$ cat src/sv/tprt_pkg.sv
// Shared types, constants and status codes for the two-peer room relay table.
package tprt_pkg;

  // Table size default
  localparam int ROOMS_DEFAULT = 16;

  // Packet length limits in bytes
  localparam logic [10:0] MIN_PACKET   = 11'd5;
  localparam logic [10:0] MAX_PACKET   = 11'd1504;
  localparam logic [10:0] HEADER_BYTES = 11'd4;

  // Whole seconds of a 32-bit ms value: (x * SEC_MAGIC) >> SEC_SHIFT == x / 1000
  localparam logic [28:0] SEC_MAGIC = 29'd274877907;
  localparam int          SEC_SHIFT = 38;
  localparam int          PROD_W    = 61;
  localparam int          SEC_W     = PROD_W - SEC_SHIFT;

  // Configuration register indexes
  localparam logic REG_ENABLE  = 1'b0;
  localparam logic REG_TIMEOUT = 1'b1;

  localparam logic [31:0] TIMEOUT_RESET = 32'd10000;

  // Result status codes
  localparam logic [2:0] ST_FORWARD    = 3'd0;
  localparam logic [2:0] ST_HELD       = 3'd1;
  localparam logic [2:0] ST_SHORT      = 3'd2;
  localparam logic [2:0] ST_ROOM_FULL  = 3'd3;
  localparam logic [2:0] ST_TABLE_FULL = 3'd4;
  localparam logic [2:0] ST_TICK       = 3'd5;
  localparam logic [2:0] ST_OFF        = 3'd6;

  localparam logic [4:0] COUNT_MAX = 5'd31;

  // Token that walks the row of cells, one cell per cycle
  typedef struct packed {
    logic        valid;
    logic        evict;   // eviction sweep, else room lookup
    logic [31:0] room;
    logic        hit;     // a used entry holds this room
    logic        free;    // a free entry was seen
    logic        pv0;
    logic [31:0] pa0;
    logic [15:0] pp0;
    logic        pv1;
    logic [31:0] pa1;
    logic [15:0] pp1;
    logic [4:0]  count;   // rooms evicted so far
  } tprt_token_t;

  // Update broadcast to the cell picked by the last lookup
  typedef struct packed {
    logic        valid;
    logic        to_free; // allocate the first free cell, else update the hit cell
    logic [31:0] room;
    logic [31:0] last_ms;
    logic        wr_en;   // register the sender in a peer slot
    logic        wr_slot;
    logic [31:0] addr;
    logic [15:0] port;
  } tprt_commit_t;

endpackage

$ cat src/sv/tprt_cell.sv
// One room entry of the relay table: lookup, allocation, refresh and eviction.
module tprt_cell (
  input  logic                  clk,
  input  logic                  rst,
  input  logic                  tbl_clear,
  input  logic [31:0]           total_ms,
  input  logic [31:0]           timeout_ms,
  input  tprt_pkg::tprt_token_t  tok_in,
  output tprt_pkg::tprt_token_t  tok_out,
  input  tprt_pkg::tprt_commit_t cmt
);
  import tprt_pkg::*;

  logic        used;
  logic [31:0] room;
  logic [31:0] last_ms;
  logic        pv0;
  logic [31:0] pa0;
  logic [15:0] pp0;
  logic        pv1;
  logic [31:0] pa1;
  logic [15:0] pp1;
  logic        sel_hit;
  logic        sel_free;

  logic        lookup;
  logic        hit_here;
  logic        free_here;
  logic        evict_here;
  logic        mine;
  tprt_token_t tok_next;

  // Compare this entry against the passing token
  assign lookup     = tok_in.valid && !tok_in.evict;
  assign hit_here   = lookup && used && (room == tok_in.room) && !tok_in.hit;
  assign free_here  = lookup && !used && !tok_in.free;
  assign evict_here = tok_in.valid && tok_in.evict && used &&
                      ((total_ms - last_ms) > timeout_ms);
  assign mine       = cmt.valid && (cmt.to_free ? sel_free : sel_hit);

  always_comb begin
    tok_next = tok_in;
    if (hit_here) begin
      tok_next.hit = 1'b1;
      tok_next.pv0 = pv0;
      tok_next.pa0 = pa0;
      tok_next.pp0 = pp0;
      tok_next.pv1 = pv1;
      tok_next.pa1 = pa1;
      tok_next.pp1 = pp1;
    end
    if (free_here) begin
      tok_next.free = 1'b1;
    end
    if (evict_here && (tok_in.count != COUNT_MAX)) begin
      tok_next.count = tok_in.count + 5'd1;
    end
    if (rst) begin
      tok_next.valid = 1'b0;
    end
  end

  // Hand the token to the next cell
  always_ff @(posedge clk) begin
    tok_out <= tok_next;
  end

  // Remember whether this cell was picked by the lookup
  always_ff @(posedge clk) begin
    if (rst) begin
      sel_hit  <= 1'b0;
      sel_free <= 1'b0;
    end else if (lookup) begin
      sel_hit  <= hit_here;
      sel_free <= free_here;
    end
  end

  // Entry and peer valid bits
  always_ff @(posedge clk) begin
    if (rst || tbl_clear || evict_here) begin
      used <= 1'b0;
      pv0  <= 1'b0;
      pv1  <= 1'b0;
    end else if (mine) begin
      if (cmt.to_free) begin
        used <= 1'b1;
      end
      if (cmt.wr_en && !cmt.wr_slot) begin
        pv0 <= 1'b1;
      end else if (cmt.to_free) begin
        pv0 <= 1'b0;
      end
      if (cmt.wr_en && cmt.wr_slot) begin
        pv1 <= 1'b1;
      end else if (cmt.to_free) begin
        pv1 <= 1'b0;
      end
    end
  end

  // Entry payload, meaningful only while the matching valid bit is set
  always_ff @(posedge clk) begin
    if (mine) begin
      last_ms <= cmt.last_ms;
      if (cmt.to_free) begin
        room <= cmt.room;
      end
      if (cmt.wr_en && !cmt.wr_slot) begin
        pa0 <= cmt.addr;
        pp0 <= cmt.port;
      end
      if (cmt.wr_en && cmt.wr_slot) begin
        pa1 <= cmt.addr;
        pp1 <= cmt.port;
      end
    end
  end

endmodule
$ cat config.mk
export PLATFORM = sky130hd
export DESIGN_NAME = tprt_cell
export DESIGN_NICKNAME = d
export VERILOG_FILES = /design/src/sv/tprt_pkg.sv /design/src/sv/tprt_cell.sv
export SDC_FILE = /design/constraint.sdc
export NUM_CORES = 1
export LEC_CHECK = 0
export BUFFER_PORTS_ARGS = -buffer_cell sky130_fd_sc_hd__buf_2
export CAP_MARGIN = 30
export CELL_PAD_IN_SITES_DETAIL_PLACEMENT = 0
export CELL_PAD_IN_SITES_GLOBAL_PLACEMENT = 1
export CORE_UTILIZATION = 38
export CTS_CLUSTER_SIZE = 8
export DETAILED_ROUTE_END_ITERATION = 16
export GPL_ROUTABILITY_DRIVEN = 0
export PLACE_DENSITY_LB_ADDON = 0.1
export SLEW_MARGIN = 20
export SYNTH_ARGS = -nofsm -noshare
export SYNTH_HDL_FRONTEND = slang
export SYNTH_SLANG_ARGS = --single-unit
$ cat constraint.sdc
create_clock -name clk -period 6 [get_ports clk]
set_input_delay 0.6 -clock clk [delete_from_list [all_inputs] [get_ports clk]]
set_output_delay 0.6 -clock clk [all_outputs]
set_load 0.02 [all_outputs]
**After elaboration in Yosys (flattened, before gate mapping)**

Cells that the tools add are included.

- Bits in registers: 304
- Output and inout port bits: 139

- Add/subtract/negate cells: 2
- Order comparisons: 1
- Equality and inequality tests: 2
- Muxes and demuxes: 6
- Reduce and logical (&&, ||, !) cells: 27

Operators by type and width:

| operator | count |
|---|---|
| $mux W98 | 1 |
| $eq A32 B32 Y1 | 1 |
| $gt A32 B32 Y1 | 1 |
| $sub A32 B32 Y32 | 1 |
| $logic_and A1 B1 Y1 | 13 |
| $reduce_and A2 Y1 | 5 |
| $add A5 B1 Y5 const B | 1 |
| $logic_not A1 Y1 | 5 |
| $mux W5 | 1 |
| $ne A5 B5 Y1 const B | 1 |
| $mux W1 | 4 |
| $reduce_bool A2 Y1 | 2 |
| $logic_or A1 B1 Y1 | 2 |

**Logic depth before layout (Yosys ltp)**

- Depth after elaboration: 6
- Gate-level depth with buffers: 19
- Mapped depth without buffers: 19

**Worst setup path before layout**

OpenSTA, ideal clock, no wires.

- Kind: input -> register
- Start: input cmt[114] (netlist name)
- End: register pa0[0] (enable)
- Library setup time: 0.455 ns
- Arrival: 4.449 ns
- Data required time: 5.545 ns
- Setup slack: 1.095 ns
- Stages on the path: 4
- Buffers on the path: 0
- Cells stage by stage: mux2i_1 -> nor2b_1 -> nand2_1 -> nor2_1

- Longest elaborated chain between the ends: 3

RTL lines:

| item | line | text |
|---|---|---|
| from (decl) | tprt_cell.sv:10 | `input tprt_pkg::tprt_commit_t cmt` |
| $mux W1 | tprt_cell.sv:39 | `assign mine = cmt.valid && (cmt.to_free ? sel_free : sel_hit);` |
| $logic_and A1 B1 Y1 | tprt_cell.sv:39 |  |
| net mine | tprt_cell.sv:30 | `logic mine;` |
| $reduce_and A2 Y1 (no source line) | -- |  |
| to (signal assigned) | tprt_cell.sv:110 | `pa0 <= cmt.addr;` |
| to (decl) | tprt_cell.sv:18 | `logic [31:0] pa0;` |

The timed path passes the listed nets, and every way through them passes these cells.
A chain may end at the register's enable or synchronous reset.

==> metrics.md <==
| Metric | Value |
|---|---|
| Area share of and/or/nand/nor cells after synthesis | 5.17% |
| Dpl hpwl | 26900 um |
| Core footprint | 30900 um2 |
| Met2 WL post-DR | 17400 um |
| Tcrit/Tclk final | 73.5% |
| Row Count | 64 |
| CP Max Fanout | 5 |
| Number of enable flip-flop cells after synthesis | 160 |
| Final hold viol count | 0 |
| TNS Setup | 0 ns |
| Placed cell area | 14900 um2 |
| CTS resizes | 0 |
| Max-cap violations | 0 |
| Initial antenna violation count | 20 |
| Cell area after synthesis | 12100 um2 |
| FILL cells | 2770 |
| CP endpoint kind | flop |
| Die Wd | 180 um |
| Die Ht | 180 um |
| Unrepaired setup endpoints after global routing | false |
| CTS max path bufs | 3 |
| Static leakage | 7.20 nW |
| Final setup vio count | 0 |
| Total grt overflow | 0 |
| Pin count of the biggest net entering global routing | 68 |
| Sequential fraction of the synthesis area | 63.7% |
| Number of CTS-inserted buffers | 44 |
| Vias | 8555 |
| Area contributors post-synth | edfxtp_1 (40%), dfxtp_1 (24%), mux2_2 (9.3%), ha_1 (6.7%), xnor2_1 (3.0%) |
| Die footprint | 32500 um2 |
| First-pass GRT wire length | 51500 um |
| Mapped Cells | 874 |
| Fraction of registers with async set/reset | 0% |
| CTS tree | yes |
| Synth top area share | 39.8% |
| Post-Synth Adder-Cell Area | 6.91% |
| Crit-path leading delay family | compound AO/OA/AOI/OAI gates |
| I/O Pins | 461 |
| Drt initial violations | 408 |
| Worst path max stage delay | 0.41 ns |
| Count leader, synth | edfxtp_1 |
| Synth cell count leaders | edfxtp_1 (160), dfxtp_1 (144), mux2_2 (100) |
| Final setup skew | 0.0124 ns |
| Critical Path AT | 4.83 ns |
| Yosys top cell by area | edfxtp_1 |
| Worst skew pair latency | 0.53 ns |
| PD cells | 310 nW/um2 |
| Vias in the first global route | 9045 |
| Routed len/inst | 19.0 um |
| Synth Area in XOR/XNOR | 4.43% |
| CTS sink count | 304 |
| Total GRT Usage | 21.1% |
| Final WL | 34500 um |
| Critical path class | flop to flop |
| Top Layer Used | met5 |
| Post-Route M1 WL | 13100 um |
| Drc violations | 0 |
| CTS Root Cell | clkbuf_16 |
| Post-CTS Setup Repair Bufs | 0 |
| VDD IR max | 0.272 mV |
| WL met3 | 3030 um |
| Bufs and invs on worst path | 1 |
| Max-slew violations | 0 |
| Final min period | 4.41 ns |
| Vias per cell | 4.72 |
| Area fraction in compound gates after synthesis | 7.57% |
| Hold WS | 0.188 ns |
| # H-tree levels | 2 |
| # nets final | 1759 |
| Slowest CP cell | nor3_1 |
| Outcome | completed |
| Clk slew on worst S/H paths | 0.05 ns |
| Mux contribution to synthesized area | 9.42% |
| Utilization after layout | 52.3% |
| Flops & latches, synth | 304 |
| Rel. slew slack | 40.4% |
| Synth warn | 0 |
| IO buf count | 460 |
| CP cell instances | ha_1 > inv_1 > fa_1 > a21o_1 > a221o_1 > a22o_1 > a21o_1 > o221ai_2 > o21ai_1 > xor2_1 > ha_1 > nand4_1 > nor3_1 > a41o_1 > nor2_1 > a22oi_2 > mux2_2 |
| Critical path required time | 6.42 ns |
| Startpoint types | flop |
| Hold WC Path Type | input pin to flop |
| Worst-margin pin slew | 0.894 ns |
| Routed Antenna Nets | 0 |
| Area grow syn2layout | 34.0% |
| Syn Nets | 1262 |
| Top_reg_cell synth | edfxtp_1 |
| Initial Util | 39.0% |
| Detailed Routing Iterations Pass 1 | 6 |
| Fraction of layout cells with a size suffix above 1 | 44.7% |
| Fmax | 227 MHz |
| Finished Cell Area | 16200 um2 |
| Yosys cell types | 61 |
| Cts hold-fix bufs | 0 |
| Mean Syn Cell Area | 13.8 um2 |
| Main combinational cell family by area after synthesis | multiplexers |
==> per-layer routing <==
metal	up-vias	global-route usage (%)
met5	-	0
met4	12	8.68
met1	3987	23.0
met2	306	36.5
li1	4188	-
met3	62	8.16
==> power breakdown <==
part / switching, mW / internal (mW)
Combinational: 0.271 / 0.230
Clock: 0.878 / 1.37
Sequential: 0.0133 / 2.25
==> worst paths after layout <==
path,cells after the start,from,slack (ns),endpoint
max,17,last_ms[0]$_DFFE_PP_,1.59,tok_out[1]$_DFF_P_
min,1,tok_in[131],0.19,tok_out[131]$_DFF_P_
max reg2reg,17,last_ms[0]$_DFFE_PP_,1.59,tok_out[1]$_DFF_P_
min reg2reg,2,sel_hit$_SDFFE_PP0P_,0.46,sel_hit$_SDFFE_PP0P_
==> cell type report <==
class / count / area (um2) / area share [%]
clock buffer: 75 / 1220 / 7.53
clock inverter: 3 / 52.6 / 0.325
multi-input combinational: 483 / 4060 / 25.1
inverter: 72 / 270 / 1.67
sequential: 304 / 7690 / 47.5
antenna: 12 / 30.0 / 0.186
timing repair buffer: 466 / 2360 / 14.6
tap: 396 / 495 / 3.06
==> stage by stage <==
stage                     power [mW]  worst slack (ns)  cells
after floorplan                 2.58              1.10    874
after global placement          2.80              1.12   1720
after global routing            5.22              1.29   1808
after detailed placement        2.81              1.06   1721
final                           5.01              1.59   1811
after CTS                       5.08              1.50   1799
==> flip-flops by register name, summed over array words and instances (netlist names), 16 cells and up <==
signal,cells
tok_out,139
last_ms,32
pa0,32
pa1,32
room,32
pp0,16
pp1,16
==> layout by cell type (no fill, tap or decap), types with 4 or more instances in the layout <==
| master | count |
|---|---|
| o21a_1 | 5 |
| nor2_1 | 25 |
| clkbuf_16 | 44 |
| nor2b_1 | 7 |
| and3_1 | 5 |
| nand2_1 | 26 |
| xnor2_1 | 42 |
| buf_2 | 460 |
| clkbuf_1 | 31 |
| ha_1 | 65 |
| inv_1 | 72 |
| nand2b_1 | 7 |
| a21oi_1 | 41 |
| o21ai_0 | 24 |
| buf_4 | 5 |
| mux2_2 | 100 |
| nor3_1 | 7 |
| and2_1 | 4 |
| dfxtp_1 | 144 |
| nand3_1 | 8 |
| edfxtp_1 | 160 |
| nor4_1 | 5 |
| xor2_1 | 19 |
| a21o_1 | 19 |
| diode_2 | 12 |
| nand4_1 | 16 |
==> cell families (layout without fill, tap and decap cells) <==
family,after synthesis,count (layout)
buf+inv,87,616
flops,304,304
other cells,0,12
mux,101,101
simple gates,122,122
compound gates,133,133
xor+xnor,61,61
fa+ha+maj,66,66
No activity file was read; power rests on OpenSTA's default activity.
